`config.mk`:
```
export PLATFORM = sky130hd
export DESIGN_NAME = sound_level_window_classifier_core
export DESIGN_NICKNAME = d
export VERILOG_FILES = /design/src/slwc_pkg.sv /design/src/sound_level_window_classifier_core.sv
export SDC_FILE = /design/constraint.sdc
export NUM_CORES = 1
export LEC_CHECK = 0
export ABC_AREA = 1
export BUFFER_PORTS_ARGS = -buffer_cell sky130_fd_sc_hd__clkbuf_2
export CORE_ASPECT_RATIO = 1.2
export CORE_UTILIZATION = 61
export DETAILED_ROUTE_END_ITERATION = 6
export GPL_ROUTABILITY_DRIVEN = 1
export PLACE_DENSITY = 0.82
export RECOVER_POWER = 100
export SLEW_MARGIN = 20
export SYNTH_ARGS = -nofsm -noshare
export SYNTH_HDL_FRONTEND = slang
export SYNTH_SLANG_ARGS = --single-unit
```
`constraint.sdc`:
```
create_clock -name clk_i -period 15.2 [get_ports clk_i]
set_input_delay 1.52 -clock clk_i [delete_from_list [all_inputs] [get_ports clk_i]]
set_output_delay 1.52 -clock clk_i [all_outputs]
set_load 0.01 [all_outputs]
```
`src/slwc_pkg.sv`:
```
// Package for the sound level window classifier: widths, reset values, codes.
package slwc_pkg;

  localparam int unsigned SAMPLE_BITS = 12;
  localparam int unsigned MAX_BLOCK   = 256;

  localparam int unsigned LEVEL_W = 16;
  localparam int unsigned BS_W    = 9;
  localparam int unsigned CNT_W   = 8;
  localparam int unsigned SUM_W   = 20;
  localparam int unsigned PROD_W  = LEVEL_W + BS_W;
  localparam int unsigned CFG_W   = 16;
  localparam int unsigned IDX_W   = 3;
  localparam int unsigned BS_MAX  = (1 << BS_W) - 1;

  typedef enum logic [IDX_W-1:0] {
    REG_FUSSY_LEVEL      = 3'd0,
    REG_AGITATED_LEVEL   = 3'd1,
    REG_DISTRESSED_LEVEL = 3'd2,
    REG_BLOCK_SIZE       = 3'd3,
    REG_BLOCKS_PER_WIN   = 3'd4,
    REG_COUNT_THRESHOLD  = 3'd5,
    REG_DISTRESS_THRESH  = 3'd6
  } cfg_reg_e;

  typedef enum logic [1:0] {
    VERDICT_QUIET      = 2'd0,
    VERDICT_FUSSY      = 2'd1,
    VERDICT_AGITATED   = 2'd2,
    VERDICT_DISTRESSED = 2'd3
  } verdict_e;

  localparam logic [LEVEL_W-1:0] FUSSY_LEVEL_RST      = 16'd800;
  localparam logic [LEVEL_W-1:0] AGITATED_LEVEL_RST   = 16'd1600;
  localparam logic [LEVEL_W-1:0] DISTRESSED_LEVEL_RST = 16'd2400;
  localparam logic [BS_W-1:0]    BLOCK_SIZE_RST       = 9'd100;
  localparam logic [CNT_W-1:0]   BLOCKS_PER_WIN_RST   = 8'd40;
  localparam logic [CNT_W-1:0]   COUNT_THRESHOLD_RST  = 8'd10;
  localparam logic [CNT_W-1:0]   DISTRESS_THRESH_RST  = 8'd5;

  function automatic logic [CNT_W-1:0] sat_inc(input logic [CNT_W-1:0] c);
    sat_inc = (c == '1) ? c : c + 1'b1;
  endfunction

endpackage

```
`src/sound_level_window_classifier_core.sv`:
```
// Top level of the sound level window classifier.
//
// Input channel: in_valid_i / in_stall_o with one sample_i per item. Samples
// are summed into blocks of block_size; each finished block is graded
// against three levels (sum*16 > level*block_size), and after
// blocks_per_window blocks one verdict item leaves on the output channel
// out_valid_o / out_stall_i with verdict_o and last_block_sum_o.
// Configuration: write cfg_we_i with cfg_idx_i and cfg_data_i while idle.
// An item is taken every cycle while in_stall_o is low. A sample goes into
// an input register, is folded into the block state from there, and the
// verdict of the sample that closes a window is loaded into the output
// register. The level products are registered from the configuration, so
// the per-item path is one add and three compares.
// Reset clears the sum, the sample, block and level counters and the output
// valid, and loads the default levels and sizes. While a verdict waits under
// out_stall_i, samples that do not close a window are still taken; a sample
// that would close one is held in the input register and in_stall_o rises.
module sound_level_window_classifier_core #(
  parameter int unsigned SampleBits = slwc_pkg::SAMPLE_BITS,
  parameter int unsigned MaxBlock   = slwc_pkg::MAX_BLOCK
) (
  input  logic                                  clk_i,
  input  logic                                  rst_ni,
  input  logic                                  cfg_we_i,
  input  logic [slwc_pkg::IDX_W-1:0]            cfg_idx_i,
  input  logic [slwc_pkg::CFG_W-1:0]            cfg_data_i,
  input  logic                                  in_valid_i,
  output logic                                  in_stall_o,
  input  logic [SampleBits-1:0]                 sample_i,
  output logic                                  out_valid_o,
  input  logic                                  out_stall_i,
  output slwc_pkg::verdict_e                    verdict_o,
  output logic [slwc_pkg::SUM_W-1:0]            last_block_sum_o
);
  import slwc_pkg::*;

  localparam int unsigned BsCap = (MaxBlock < BS_MAX) ? MaxBlock : BS_MAX;

  logic [LEVEL_W-1:0] fussy_q, agitated_q, distressed_q;
  logic [BS_W-1:0]    bs_q;
  logic [CNT_W-1:0]   bpw_q, cnt_thr_q, dis_thr_q;

  logic [BS_W-1:0]    bs_eff;
  logic [CNT_W-1:0]   bpw_eff;
  logic [PROD_W-1:0]  prod_fus_q, prod_agi_q, prod_dis_q;

  logic               in_valid_q;
  logic [SampleBits-1:0] sample_q;

  logic [SUM_W-1:0]   sum_q, sum_d;
  logic [BS_W-1:0]    samples_q, samples_d;
  logic [CNT_W-1:0]   blocks_q, blocks_d;
  logic [CNT_W-1:0]   fus_cnt_q, fus_cnt_d;
  logic [CNT_W-1:0]   agi_cnt_q, agi_cnt_d;
  logic [CNT_W-1:0]   dis_cnt_q, dis_cnt_d;

  logic               out_valid_q;
  verdict_e           verdict_q, verdict_d;
  logic [SUM_W-1:0]   lbs_q;

  logic [SUM_W:0]     sum_ext;
  logic [SUM_W-1:0]   sum_nx;
  logic [BS_W-1:0]    samp_nx;
  logic [CNT_W-1:0]   blocks_inc;
  logic [PROD_W-1:0]  sum16;
  logic               blk_end, win_end, blocked, adv, load, accept;
  logic               hit_dis, hit_agi, hit_fus;

  // configuration registers
  always_ff @(posedge clk_i or negedge rst_ni) begin
    if (!rst_ni) begin
      fussy_q      <= FUSSY_LEVEL_RST;
      agitated_q   <= AGITATED_LEVEL_RST;
      distressed_q <= DISTRESSED_LEVEL_RST;
      bs_q         <= BLOCK_SIZE_RST;
      bpw_q        <= BLOCKS_PER_WIN_RST;
      cnt_thr_q    <= COUNT_THRESHOLD_RST;
      dis_thr_q    <= DISTRESS_THRESH_RST;
    end else if (cfg_we_i) begin
      case (cfg_idx_i)
        REG_FUSSY_LEVEL:      fussy_q      <= cfg_data_i[LEVEL_W-1:0];
        REG_AGITATED_LEVEL:   agitated_q   <= cfg_data_i[LEVEL_W-1:0];
        REG_DISTRESSED_LEVEL: distressed_q <= cfg_data_i[LEVEL_W-1:0];
        REG_BLOCK_SIZE:       bs_q         <= cfg_data_i[BS_W-1:0];
        REG_BLOCKS_PER_WIN:   bpw_q        <= cfg_data_i[CNT_W-1:0];
        REG_COUNT_THRESHOLD:  cnt_thr_q    <= cfg_data_i[CNT_W-1:0];
        REG_DISTRESS_THRESH:  dis_thr_q    <= cfg_data_i[CNT_W-1:0];
        default: ;
      endcase
    end
  end

  always_comb begin
    bs_eff = bs_q;
    if (bs_q == '0) begin
      bs_eff = BS_W'(1);
    end else if (bs_q > BS_W'(BsCap)) begin
      bs_eff = BS_W'(BsCap);
    end
    bpw_eff = (bpw_q == '0) ? CNT_W'(1) : bpw_q;
  end

  // level thresholds scaled by block size
  always_ff @(posedge clk_i) begin
    prod_fus_q <= PROD_W'(fussy_q) * PROD_W'(bs_eff);
    prod_agi_q <= PROD_W'(agitated_q) * PROD_W'(bs_eff);
    prod_dis_q <= PROD_W'(distressed_q) * PROD_W'(bs_eff);
  end

  assign sum_ext    = {1'b0, sum_q} + (SUM_W+1)'(sample_q);
  assign sum_nx     = sum_ext[SUM_W] ? '1 : sum_ext[SUM_W-1:0];
  assign samp_nx    = samples_q + 1'b1;
  assign blocks_inc = sat_inc(blocks_q);
  assign blk_end    = (samp_nx >= bs_eff);
  assign win_end    = blk_end && (blocks_inc >= bpw_eff);
  assign sum16      = PROD_W'({sum_nx, 4'b0000});
  assign hit_dis    = (sum16 > prod_dis_q);
  assign hit_agi    = (sum16 > prod_agi_q);
  assign hit_fus    = (sum16 > prod_fus_q);

  assign blocked    = win_end && out_valid_q && out_stall_i;
  assign adv        = in_valid_q && !blocked;
  assign load       = adv && win_end;
  assign in_stall_o = in_valid_q && blocked;
  assign accept     = in_valid_i && !in_stall_o;

  always_comb begin
    sum_d     = sum_nx;
    samples_d = samp_nx;
    blocks_d  = blocks_q;
    fus_cnt_d = fus_cnt_q;
    agi_cnt_d = agi_cnt_q;
    dis_cnt_d = dis_cnt_q;
    verdict_d = VERDICT_QUIET;
    if (blk_end) begin
      sum_d     = '0;
      samples_d = '0;
      blocks_d  = blocks_inc;
      if (hit_dis) begin
        dis_cnt_d = sat_inc(dis_cnt_q);
      end else if (hit_agi) begin
        agi_cnt_d = sat_inc(agi_cnt_q);
      end else if (hit_fus) begin
        fus_cnt_d = sat_inc(fus_cnt_q);
      end
      if (fus_cnt_d > cnt_thr_q) begin
        verdict_d = VERDICT_FUSSY;
      end else if (agi_cnt_d > cnt_thr_q) begin
        verdict_d = VERDICT_AGITATED;
      end else if (dis_cnt_d > dis_thr_q) begin
        verdict_d = VERDICT_DISTRESSED;
      end
      if (win_end) begin
        blocks_d  = '0;
        fus_cnt_d = '0;
        agi_cnt_d = '0;
        dis_cnt_d = '0;
      end
    end
  end

  // input register
  always_ff @(posedge clk_i or negedge rst_ni) begin
    if (!rst_ni) begin
      in_valid_q <= 1'b0;
    end else if (accept) begin
      in_valid_q <= 1'b1;
    end else if (adv) begin
      in_valid_q <= 1'b0;
    end
  end

  always_ff @(posedge clk_i) begin
    if (accept) begin
      sample_q <= sample_i;
    end
  end

  // block and window state
  always_ff @(posedge clk_i or negedge rst_ni) begin
    if (!rst_ni) begin
      sum_q     <= '0;
      samples_q <= '0;
      blocks_q  <= '0;
      fus_cnt_q <= '0;
      agi_cnt_q <= '0;
      dis_cnt_q <= '0;
    end else if (adv) begin
      sum_q     <= sum_d;
      samples_q <= samples_d;
      blocks_q  <= blocks_d;
      fus_cnt_q <= fus_cnt_d;
      agi_cnt_q <= agi_cnt_d;
      dis_cnt_q <= dis_cnt_d;
    end
  end

  // output register
  always_ff @(posedge clk_i or negedge rst_ni) begin
    if (!rst_ni) begin
      out_valid_q <= 1'b0;
    end else if (load) begin
      out_valid_q <= 1'b1;
    end else if (!out_stall_i) begin
      out_valid_q <= 1'b0;
    end
  end

  always_ff @(posedge clk_i) begin
    if (load) begin
      verdict_q <= verdict_d;
      lbs_q     <= sum_nx;
    end
  end

  assign out_valid_o      = out_valid_q;
  assign verdict_o        = verdict_q;
  assign last_block_sum_o = lbs_q;

  assert property (@(posedge clk_i) disable iff (!rst_ni)
    in_stall_o |-> in_valid_q)
    else $error("input stalled with empty input register");

  assert property (@(posedge clk_i) disable iff (!rst_ni)
    load |-> !(out_valid_q && out_stall_i))
    else $error("verdict loaded over a waiting item");

  assert property (@(posedge clk_i) disable iff (!rst_ni)
    ((CNT_W+2)'(fus_cnt_q) + (CNT_W+2)'(agi_cnt_q) + (CNT_W+2)'(dis_cnt_q))
      <= (CNT_W+2)'(blocks_q))
    else $error("level counts exceed blocks in window");

  assert property (@(posedge clk_i) disable iff (!rst_ni)
    load |=> (out_valid_q && blocks_q == '0 && samples_q == '0))
    else $error("window state not cleared after verdict");

endmodule
```
==> results of run 1 <==
## placed cells by master, fill, tap and decap left out, types with 9 or more instances in the layout
master,instances
sky130_fd_sc_hd__nand3_1,97
sky130_fd_sc_hd__buf_4,10
sky130_fd_sc_hd__clkbuf_2,31
sky130_fd_sc_hd__inv_2,10
sky130_fd_sc_hd__nor2_2,10
sky130_fd_sc_hd__inv_1,697
sky130_fd_sc_hd__nor3_1,19
sky130_fd_sc_hd__xor2_1,53
sky130_fd_sc_hd__o21ai_0,173
sky130_fd_sc_hd__nand2_1,792
sky130_fd_sc_hd__clkbuf_16,30
sky130_fd_sc_hd__edfxtp_1,34
sky130_fd_sc_hd__xnor2_1,27
sky130_fd_sc_hd__dfxtp_1,75
sky130_fd_sc_hd__dfstp_2,19
sky130_fd_sc_hd__clkbuf_1,35
sky130_fd_sc_hd__a21o_1,9
sky130_fd_sc_hd__nor4_1,10
sky130_fd_sc_hd__nand4_1,34
sky130_fd_sc_hd__nor2_1,220
sky130_fd_sc_hd__a21boi_0,10
sky130_fd_sc_hd__fa_1,298
sky130_fd_sc_hd__o21ai_1,10
sky130_fd_sc_hd__ha_1,253
sky130_fd_sc_hd__dfrtp_1,125
sky130_fd_sc_hd__a21oi_1,110
## flip-flops by register name (all words and copies together) (netlist names), 9 cells and up
| signal | flops |
|---|---|
| prod_agi_q | 25 |
| prod_dis_q | 25 |
| prod_fus_q | 25 |
| last_block_sum_o | 20 |
| sum_q | 20 |
| agitated_q | 16 |
| distressed_q | 16 |
| fussy_q | 16 |
| sample_q | 12 |
| bs_q | 9 |
| samples_q | 9 |
## per-layer routing
| metal | wire (µm) | GRT usage [%] |
|---|---|---|
| met1 | 25710 | 38.97 |
| met2 | 32920 | 54.25 |
| met3 | 5437 | 5.149 |
| met4 | 4947 | 19.82 |
| met5 | 0 | 0 |
## power breakdown
group | leakage (µW) | internal [µW] | switching (µW)
sequential | 0.00275 | 912 | 173
clock | 0.000477 | 431 | 309
combinational | 0.0115 | 1130 | 2080
total | 0.0147 | 2470 | 2560
## final timing paths
path | from | depth (start not counted) | slack, ns | endpoint
max in group asynchronous | rst_ni | 2 | 7.73 | distressed_q[2]
worst min register to register | dis_thr_q[7] | 2 | 0.49 | dis_thr_q[7]
min in group asynchronous | rst_ni | 1 | 2.31 | sum_q[7]
worst max-delay path | bs_q[0] | 19 | 7.53 | blocks_q[0]
worst max register to register | bs_q[0] | 19 | 7.53 | blocks_q[0]
worst min-delay path | dis_thr_q[7] | 2 | 0.49 | dis_thr_q[7]
## final cells by class
class                   instances  area, µm²
multi-input cells            2205      16810
fillers                      3508      14390
flip-flops and latches        253       6150
inverters                     712       2673
clock buffers                  37      807.0
well taps                     546      683.2
repair buffers                 72      346.6
clock inverters                17      200.2
diodes                          1      2.502
## cell families after synthesis
logic type | Yosys count | share of synthesized area, %
buffers and inverters | 817 | 12.07
XOR/XNOR | 81 | 2.736
adder cells (fa/ha/maj) | 551 | 34.85
flip-flops | 253 | 23.47
AO/OA/AOI/OAI | 365 | 7.765
AND/OR/NAND/NOR | 1208 | 19.11
## critical path, cell delays in order, from the launching register on
cell	delay, ns
sky130_fd_sc_hd__dfrtp_1	0.40
sky130_fd_sc_hd__nor2_1	0.11
sky130_fd_sc_hd__nand3_1	0.07
sky130_fd_sc_hd__nor3_1	0.18
sky130_fd_sc_hd__a31oi_1	0.16
sky130_fd_sc_hd__inv_1	0.11
sky130_fd_sc_hd__nand2_1	0.05
sky130_fd_sc_hd__nand2_1	0.07
sky130_fd_sc_hd__clkbuf_1	1.65
sky130_fd_sc_hd__ha_1	0.49
sky130_fd_sc_hd__nand2_1	0.06
sky130_fd_sc_hd__nor2_1	0.04
sky130_fd_sc_hd__nand3_1	0.07
sky130_fd_sc_hd__nand4_1	0.25
sky130_fd_sc_hd__nand3_1	0.19
sky130_fd_sc_hd__nand2_1	0.56
sky130_fd_sc_hd__nor2_4	0.23
sky130_fd_sc_hd__clkbuf_1	1.46
sky130_fd_sc_hd__inv_1	0.90
sky130_fd_sc_hd__o31ai_1	0.46
## metrics by stage
step                setup WS [ns]  power (µW)  hold WS (ns)  area [µm²]  utilization, %
floorplan                   10.26        3449        0.4530       26200               -
global placement            9.331        4126        0.4688       26800           63.71
detailed placement          9.108        4280        0.4761       26800           63.71
CTS                         9.067        5048        0.4912       27810           66.10
global route                6.410        5529        0.5089       27670           65.79
finish                      7.528        5034        0.4899       27680           65.79
==> qor.log, run 1 <==
[outcome] status complete, but fails checks
[timing] Final Skew 0.01479 ns
[place] number of port buffers 59
[synthesis] Most used DFF post-synth sky130_fd_sc_hd__dfrtp_1
[timing] max-slew violation total from the final report 234
[power] worst IR drop on VDD 119.6 µV
[place] final weighted congestion in routability-driven placement 0.9673
[detailed_routing] Post-Route WL 69,010 µm
[floorplanning] full die area 43,790 µm²
[synthesis] Unique masters post-synth 61
[power] power per cell area 181.9 nW/µm²
[cells_and_area] relative area change from synthesis to final layout 5.630%
[critical_path] crit start category register
[cells_and_area] share of layout cells above drive strength 1 4.642%
[floorplanning] vertical die dimension 229.0 µm
[detailed_routing] Antenna Nets Post-Route 0
[place] # placed instances 3,788
[synthesis] EDFF count, synth 34
[detailed_routing] violation count after the first detailed-route iteration 1,597
[detailed_routing] via count 21,820
[critical_path] required time at the worst-slack endpoint 15.67 ns
[global_route] number of global-route vias before repair 22,530
[floorplanning] die outline width 191.2 µm
[detailed_routing] number of search-and-repair iterations in the first detailed-routing pass 6
[run] maxcap violations 4
[place] half-perimeter wire length after detailed placement 52,380 µm
[clock_network] clk root buf sky130_fd_sc_hd__clkbuf_16
[timing] endpoints failing hold 0
[clock_network] maximum root-to-sink buffer count 3
[power] leakage 0.01471 µW
[cells_and_area] non-filler cells in the finished layout 3,843
[floorplanning] initial core utilization 62.29%
[synthesis] most common cell in the synthesized netlist sky130_fd_sc_hd__nand2_1
[critical_path] type of the worst setup path reg -> reg
[floorplanning] IO Count 60
[critical_path] CP Max Fanout 48
[synthesis] Net Count, Synth 3,862
[timing] remaining max-slew budget at the tightest pin -166.0%
[critical_path] kind of end point of the critical path register
[global_route] total global routing track utilization 32.40%
[clock_network] post-cts gate resize count 0
[timing] slew of the pin with the lowest slew margin 3.990 ns
[clock_network] hold-fix buffer count after cts 0
[global_route] leftover overflow at the end of global routing 0
[global_route] pin count of the biggest net entering global routing 74
[global_route] wire length of the first global-routing pass 111,900 µm
[worst_hold_path] worst min-delay path class reg -> reg
[timing] final setup violation count 0
[synthesis] Synth top cells by count sky130_fd_sc_hd__nand2_1, sky130_fd_sc_hd__inv_1, sky130_fd_sc_hd__fa_1
[synthesis] post-synthesis sequential area ratio 23.47%
[synthesis] synthesized area per cell 8.000 µm²
[synthesis] post-synthesis cell area 26,200 µm²
[outcome] failing checks capacitance limit, slew limit
[detailed_routing] average via count per standard cell 5.677
[floorplanning] site row count 82
[clock_network] CTS tree yes
[critical_path] arrival time reported for the critical path endpoint 8.14 ns
[clock_network] clock slew seen by the registers of the worst setup and hold paths 0.06 ns
[timing] setup repair after global routing missed its margin no
[clock_network] number of H-tree branching levels 1
[synthesis] number of register bits inferred by synthesis 253
[timing] post-route minimum period 7.672 ns
[synthesis] synthesized instance count 3,275
[synthesis] YS warnings 0
[synthesis] top post-synthesis cells by area sky130_fd_sc_hd__fa_1, sky130_fd_sc_hd__ha_1, sky130_fd_sc_hd__dfrtp_1
[cells_and_area] nets 3,860
[detailed_routing] Residual DRC 0
[global_route] initial antenna violation count 0
[timing] Max Freq 130.3 MHz
[synthesis] top cell type's share of synthesized area 22.77%
[synthesis] async set-reset flop share out of synthesis 56.92%
[timing] portion of the clock cycle consumed by the worst path in the final layout 50.47%
[clock_network] number of setup buffers added after CTS 0
[floorplanning] placeable core region 42,070 µm²
[synthesis] area leader, netlist sky130_fd_sc_hd__fa_1
[timing] post-route setup TNS 0 ns
[clock_network] worst skew pair latency 0.59 ns
[detailed_routing] Avg WL per Cell 17.96 µm
[clock_network] Inserted Clock Buffers 29
[clock_network] clock sinks 253
Power figures use the tool's default switching activity.
==> inputs of run 2 (changes only) <==
Clock period 15.2 ns to 7.7 ns, I/O delays scaled along.
==> run 2 against run 1 <==
Compared with the run above:
- the run still ends with capacitance limit, slew limit left
- worst setup slack got worse by 6.7 ns
- non-clock buffer count rose by 1
- clock skew rose by 0.0042 ns
- first-iteration DRC count fell by 14%
- via count fell by 1.5%
- combinational power rose by 100%
- routed wire length rose by 1.2%
- sequential cell count did not move
- register-to-register slack got worse by 6.7 ns
- cell area fell by 0.19%
- critical endpoint is now prod_dis_q[14]
- highest routed layer unchanged
==> qor.log, run 2 (same netlist as run 1, synthesis figures left out) <==
[place] number of port buffers 59
[power] worst IR drop on VDD 227.6 µV
[floorplanning] vertical die dimension 229.0 µm
[cells_and_area] highest-count cells in the layout ignoring fill and taps sky130_fd_sc_hd__nand2_1, sky130_fd_sc_hd__inv_1, sky130_fd_sc_hd__fa_1
[clock_network] worst skew pair latency 0.57 ns
[timing] max-slew violation total from the final report 195
[clock_network] CTS tree yes
[timing] Final Skew 0.01897 ns
[cells_and_area] Regs by FF count prod_agi_q x25, prod_dis_q x25, prod_fus_q x25
[global_route] leftover overflow at the end of global routing 0
[clock_network] Inserted Clock Buffers 28
[detailed_routing] violation count after the first detailed-route iteration 1,376
[power] switching power 5153 µW
[critical_path] required time at the worst-slack endpoint 8.15 ns
[timing] post-route setup TNS 0 ns
[power] clock network power share 14.1%
[floorplanning] site row count 82
[timing] final setup violation count 0
[power] leakage 0.01470 µW
[floorplanning] initial core utilization 62.29%
[run] maxcap violations 3
[detailed_routing] number of search-and-repair iterations in the first detailed-routing pass 6
[clock_network] maximum root-to-sink buffer count 3
[detailed_routing] Avg WL per Cell 18.19 µm
[power] Sequential Power Share 21.4%
[critical_path] reg-to-reg setup timing slack 0.87 ns
[power] power per cell area 363.3 nW/µm²
[critical_path] Critical-path top delay cell sky130_fd_sc_hd__nor2_2
[outcome] status complete, but fails checks
[critical_path] kind of end point of the critical path register
[timing] remaining max-slew budget at the tightest pin -160.5%
[power] part of the power in combinational logic 64.4%
[global_route] wire length of the first global-routing pass 112,200 µm
[detailed_routing] Antenna Nets Post-Route 0
[critical_path] largest incremental delay on the critical path 0.88 ns
[cells_and_area] most frequent standard cell in the layout excluding fill and tap cells sky130_fd_sc_hd__nand2_1
[critical_path] arrival time reported for the critical path endpoint 7.28 ns
[clock_network] post-cts gate resize count 0
[critical_path] CP Max Fanout 53
[cells_and_area] share of layout cells above drive strength 1 4.461%
[detailed_routing] Post-Route WL 69,870 µm
[power] design internal power 4883 µW
[detailed_routing] via count 21,490
[clock_network] clock slew seen by the registers of the worst setup and hold paths 0.08 ns
[cells_and_area] nets 3,860
[cells_and_area] Final Core Density 65.67%
[detailed_routing] Residual DRC 0
[critical_path] top cell family by delay on the critical path adder cells
[detailed_routing] average via count per standard cell 5.593
[global_route] initial antenna violation count 0
[floorplanning] full die area 43,790 µm²
[timing] post-route minimum period 6.831 ns
[floorplanning] die outline width 191.2 µm
[global_route] pin count of the biggest net entering global routing 77
[critical_path] crit start category register
[cells_and_area] relative area change from synthesis to final layout 5.425%
[place] half-perimeter wire length after detailed placement 54,550 µm
[timing] setup repair after global routing missed its margin no
[floorplanning] IO Count 60
[clock_network] number of H-tree branching levels 1
[timing] slew of the pin with the lowest slew margin 3.907 ns
[power] switch share 51.34%
[critical_path] crit-path cells buf_4 > nor2_2 > clkbuf_1 > nand2_1 > fa_1 > fa_1 > fa_1 > fa_1 > inv_1 > ha_1 > nand2_1 > o21ai_0 > a21boi_0 > o21ai_1 > a21oi_1 > xnor2_1
[global_route] number of global-route vias before repair 22,200
[clock_network] clock sinks 253
[floorplanning] placeable core region 42,070 µm²
[critical_path] type of the worst setup path reg -> reg
[outcome] failing checks capacitance limit, slew limit
[timing] endpoints failing hold 0
[timing] portion of the clock cycle consumed by the worst path in the final layout 88.71%
[timing] Max Freq 146.4 MHz
[clock_network] hold-fix buffer count after cts 0
[clock_network] number of setup buffers added after CTS 0
[clock_network] clk root buf sky130_fd_sc_hd__clkbuf_16
[critical_path] count of buffering cells on the critical path with inverters included 3
[critical_path] most used cell along the critical path sky130_fd_sc_hd__fa_1
[worst_hold_path] worst min-delay path class in -> reg
[place] final weighted congestion in routability-driven placement 1.025
[cells_and_area] layout filler cell count 3,608
[timing] Final Hold Slack 0.3681 ns
[global_route] total global routing track utilization 32.96%
run 2: changes by cell type in the layout (fill, tap and decap cells not counted), sizes merged:
cell	delta
bufinv	+1
clkbuf	-2
clkinv	+8
clkinvlp	-2
inv	-6
run 2: per-stage QoR:
step                      instances  setup slack [ns]  power (µW)  cell area [µm²]
after CTS                      3841             1.490       10100            27770
after global placement         3789             1.587        8356            26810
after global routing           3841            0.5978       11020            27620
final                          3842            0.8694       10040            27620
after detailed placement       3789             1.538        8630            26810
after floorplan                3275             2.762        6809            26200
run 2: routing by layer:
metal | vias to the layer above | wire, µm | track usage, %
met1 | 10380 | 26410 | 39.23
li1 | 10000 | - | -
met4 | 0 | 4673 | 20.81
met2 | 864 | 33820 | 55.63
met3 | 239 | 4967 | 4.873
met5 | - | 0 | 0
run 2: path summary, 6_finish.rpt:
kind	startpoint	endpoint	cells past startpoint
max in group asynchronous	rst_ni	agitated_q[11]	2
worst min-delay path	sample_i[4]	sample_q[4]	1
worst max-delay path	bs_q[8]	prod_dis_q[14]	16
worst max register to register	bs_q[8]	prod_dis_q[14]	16
worst min register to register	cnt_thr_q[6]	cnt_thr_q[6]	2
min in group asynchronous	rst_ni	sum_q[6]	1
run 2: area by class of cell:
type	count	area [µm²]	area share, %
clock buffer	34	764.5	2.768
inverter	712	2673	9.675
clock inverter	18	197.7	0.7157
tap	546	683.2	2.473
antenna	1	2.502	0.009059
timing repair buffer	73	351.6	1.273
multi-input combinational	2205	16800	60.82
sequential	253	6150	22.26
run 2: worst reg2reg max path: stages, from the launching register on:
cell,delay (ns)
sky130_fd_sc_hd__dfrtp_1,0.40
sky130_fd_sc_hd__buf_4,0.35
sky130_fd_sc_hd__nor2_2,0.89
sky130_fd_sc_hd__clkbuf_1,0.84
sky130_fd_sc_hd__nand2_1,0.20
sky130_fd_sc_hd__fa_1,0.54
sky130_fd_sc_hd__fa_1,0.54
sky130_fd_sc_hd__fa_1,0.47
sky130_fd_sc_hd__fa_1,0.55
sky130_fd_sc_hd__inv_1,0.04
sky130_fd_sc_hd__ha_1,0.34
sky130_fd_sc_hd__nand2_1,0.07
sky130_fd_sc_hd__o21ai_0,0.48
sky130_fd_sc_hd__a21boi_0,0.26
sky130_fd_sc_hd__o21ai_1,0.28
sky130_fd_sc_hd__a21oi_1,0.14
sky130_fd_sc_hd__xnor2_1,0.31
run 2: power groups by stage:
stage	Clock [µW]	Combinational [µW]	Sequential [µW]
2_1_floorplan	0	4850	1960
3_3_place_gp	0	6210	2150
3_5_place_dp	0	6470	2160
4_1_cts	1430	6520	2140
5_1_grt	1490	7340	2180
6_report	1420	6470	2150
==> inputs of run 3 (changes only) <==
Settings changed: ABC_AREA 1 to 0.
==> run 3 against run 2 <==
Compared with the run above:
- the flow still finishes with violations (capacitance limit, slew limit)
- synthesized cell count down 15%
- combinational power up 33%
- fmax down 5.7%
- via count down 9.3%
- cell area down 0.69%
- sequential power up 5%
- core utilization up 0.19 points
- worst setup slack worse by 0.41 ns
- sequential cell count unchanged
- global-route usage down 2.5 points
==> qor.log, run 3 <==
[synthesis] Unique masters post-synth 87
[timing] slew of the pin with the lowest slew margin 3.819 ns
[synthesis] fraction of the mapped netlist area in simple logic gates 15.48%
[critical_path] origin of the critical flop-to-flop path bs_q[8]
[synthesis] EDFF count, synth 34
[synthesis] Synth top cells by count sky130_fd_sc_hd__inv_1, sky130_fd_sc_hd__nand2_1, sky130_fd_sc_hd__fa_1
[timing] post-route minimum period 7.245 ns
[power] leakage 0.01358 µW
[critical_path] crit start category register
[cells_and_area] antenna diode count 0
[power] clock network power share 11.8%
[clock_network] worst skew pair latency 0.58 ns
[clock_network] clock slew seen by the registers of the worst setup and hold paths 0.06 ns
[detailed_routing] average via count per standard cell 5.838
[clock_network] number of setup buffers added after CTS 0
[cells_and_area] highest-count cells in the layout ignoring fill and taps sky130_fd_sc_hd__inv_1, sky130_fd_sc_hd__nand2_1, sky130_fd_sc_hd__fa_1
[timing] portion of the clock cycle consumed by the worst path in the final layout 94.09%
[synthesis] most common cell in the synthesized netlist sky130_fd_sc_hd__inv_1
[floorplanning] vertical die dimension 227.1 µm
[synthesis] area leader, netlist sky130_fd_sc_hd__fa_1
[floorplanning] die outline width 189.6 µm
[synthesis] area share of xor/xnor cells in the synthesized design 3.119%
[floorplanning] initial core utilization 61.83%
[power] part of the power in combinational logic 69.8%
[place] number of port buffers 59
[outcome] failing checks capacitance limit, slew limit
[critical_path] required time at the worst-slack endpoint 8.16 ns
[detailed_routing] Post-Route WL 62,610 µm
[floorplanning] placeable core region 41,660 µm²
[detailed_routing] via count 19,490
[timing] max-slew violation total from the final report 147
[timing] final setup violation count 0
[synthesis] Most used DFF post-synth sky130_fd_sc_hd__dfrtp_1
[clock_network] clk root buf sky130_fd_sc_hd__clkbuf_16
[synthesis] top post-synthesis cells by area sky130_fd_sc_hd__fa_1, sky130_fd_sc_hd__ha_1, sky130_fd_sc_hd__dfrtp_1
[detailed_routing] Antenna Nets Post-Route 0
[synthesis] compound-cell area share of the yosys netlist 9.445%
[power] switch share 49.64%
[power] worst IR drop on VDD 265.6 µV
[critical_path] endpoint of the worst register-to-register path prod_dis_q[24]
[global_route] number of global-route vias before repair 20,580
[critical_path] reg-to-reg setup timing slack 0.46 ns
[clock_network] clock sinks 253
[timing] Final Skew 0.01347 ns
[power] Sequential Power Share 18.3%
[critical_path] type of the worst setup path reg -> reg
[detailed_routing] violation count after the first detailed-route iteration 1,186
[outcome] status complete, but fails checks
[synthesis] synthesized instance count 2,772
[synthesis] number of register bits inferred by synthesis 253
[critical_path] Worst Setup SP bs_q[8]
[synthesis] synthesized area per cell 9.291 µm²
[place] setup slack at placement 0.5648 ns
[timing] remaining max-slew budget at the tightest pin -154.6%
[timing] Final Hold Slack 0.3655 ns
[cells_and_area] Regs by FF count prod_agi_q x25, prod_dis_q x25, prod_fus_q x25
[synthesis] Net Count, Synth 3,359
[synthesis] post-synthesis cell area 25,750 µm²
[worst_hold_path] worst min-delay path class in -> reg
[clock_network] number of H-tree branching levels 1
[synthesis] YS warnings 0
[clock_network] post-cts gate resize count 0
[critical_path] kind of end point of the critical path register
[timing] setup repair after global routing missed its margin no
[floorplanning] site row count 82
[synthesis] adder-cell share of the synthesized area 35.46%
[synthesis] async set-reset flop share out of synthesis 56.92%
[global_route] wire length of the first global-routing pass 103,500 µm
[cells_and_area] share of layout cells above drive strength 1 8.450%
[place] final weighted congestion in routability-driven placement 0.9241
[detailed_routing] Avg WL per Cell 18.75 µm
[cells_and_area] nets 3,357
[global_route] pin count of the biggest net entering global routing 78
[synthesis] mux contribution to synthesized area 3.498%
[synthesis] post-synthesis sequential area ratio 23.88%
[critical_path] worst setup path end prod_dis_q[24]
[critical_path] CP Max Fanout 34
[global_route] initial antenna violation count 1
[power] switching power 6101 µW
[critical_path] arrival time reported for the critical path endpoint 7.70 ns
[timing] final worst setup slack 0.4551 ns
[clock_network] Inserted Clock Buffers 29
[clock_network] CTS tree yes
[synthesis] largest family of logic cells by synthesized area adder cells
[global_route] leftover overflow at the end of global routing 0
[power] power per cell area 448.1 nW/µm²
[detailed_routing] number of search-and-repair iterations in the first detailed-routing pass 5
[clock_network] maximum root-to-sink buffer count 3
[critical_path] Worst R2R Path Depth 17
[run] maxcap violations 2
[cells_and_area] most frequent standard cell in the layout excluding fill and tap cells sky130_fd_sc_hd__inv_1
[timing] post-route setup TNS 0 ns
[clock_network] hold-fix buffer count after cts 0
[cells_and_area] relative area change from synthesis to final layout 6.520%
[synthesis] top cell type's share of synthesized area 23.16%
[cells_and_area] Final Core Density 65.86%
[power] design internal power 6191 µW
[global_route] total global routing track utilization 30.50%
[timing] endpoints failing hold 0
[floorplanning] full die area 43,050 µm²
[place] half-perimeter wire length after detailed placement 48,860 µm
[floorplanning] IO Count 60
[timing] Max Freq 138.0 MHz
[detailed_routing] Residual DRC 0
## run 3: metrics by stage
step	area, µm²	std cells	power, µW
2_1_floorplan	25750	2772	8523
3_3_place_gp	26540	3285	10330
3_5_place_dp	26540	3285	10760
4_1_cts	27550	3339	12290
5_1_grt	27430	3339	13550
6_report	27430	3339	12290
## run 3: cells by family (layout without fill, tap and decap cells)
kind of cell | Yosys count | in the layout
mux | 80 | 80
simple gates | 825 | 825
xor+xnor | 90 | 90
buf+inv | 615 | 636
compound gates | 358 | 358
fa+ha+maj | 551 | 551
flops | 253 | 253
## run 3: power by group through the flow
stage	registers (µW)	clock network, µW	logic, µW
floorplan	2020	0	6500
global placement	2240	0	8080
detailed placement	2260	0	8490
CTS	2240	1480	8570
global route	2300	1530	9720
finish	2250	1460	8580
## run 3: final cells by class
type / instances / area [µm²]
Multi-Input combinational cell: 1904 / 17320
Fill cell: 3278 / 14220
Sequential cell: 253 / 6150
Inverter: 495 / 1858
Clock buffer: 35 / 820.8
Tap cell: 546 / 683.2
Timing Repair Buffer: 87 / 407.9
Clock inverter: 19 / 188.9
## run 3: worst min path at each step
stage                     cells after the start    startpoint      endpoint
after floorplan                               0        rst_ni  agi_cnt_q[0]
after global placement                        2  samples_q[8]  samples_q[8]
after detailed placement                      2  samples_q[8]  samples_q[8]
after CTS                                     1        rst_ni    fussy_q[7]
after global routing                          1   sample_i[9]   sample_q[9]
final                                         1   sample_i[9]   sample_q[9]
## run 3: per-layer routing
layer	up-vias	wire length [µm]	GRT usage (%)
met3	194	3676	4.085
met5	-	13	0
met1	9669	23970	35.56
met4	2	3267	15.74
met2	714	31680	54.80
li1	8915	-	-
## run 3: critical path: stages (launching register included)
cell	delay [ns]
sky130_fd_sc_hd__dfrtp_1	0.80
sky130_fd_sc_hd__nor2b_4	0.94
sky130_fd_sc_hd__clkbuf_1	0.70
sky130_fd_sc_hd__nand2_1	0.17
sky130_fd_sc_hd__fa_1	0.51
sky130_fd_sc_hd__inv_1	0.05
sky130_fd_sc_hd__fa_1	0.47
sky130_fd_sc_hd__fa_1	0.53
sky130_fd_sc_hd__fa_1	0.49
sky130_fd_sc_hd__ha_1	0.38
sky130_fd_sc_hd__a21o_1	0.19
sky130_fd_sc_hd__a31oi_1	0.33
sky130_fd_sc_hd__o221ai_1	0.22
sky130_fd_sc_hd__and3_1	0.24
sky130_fd_sc_hd__a2111oi_0	0.51
sky130_fd_sc_hd__o31ai_1	0.15
sky130_fd_sc_hd__a21oi_1	0.19
sky130_fd_sc_hd__xnor2_1	0.21
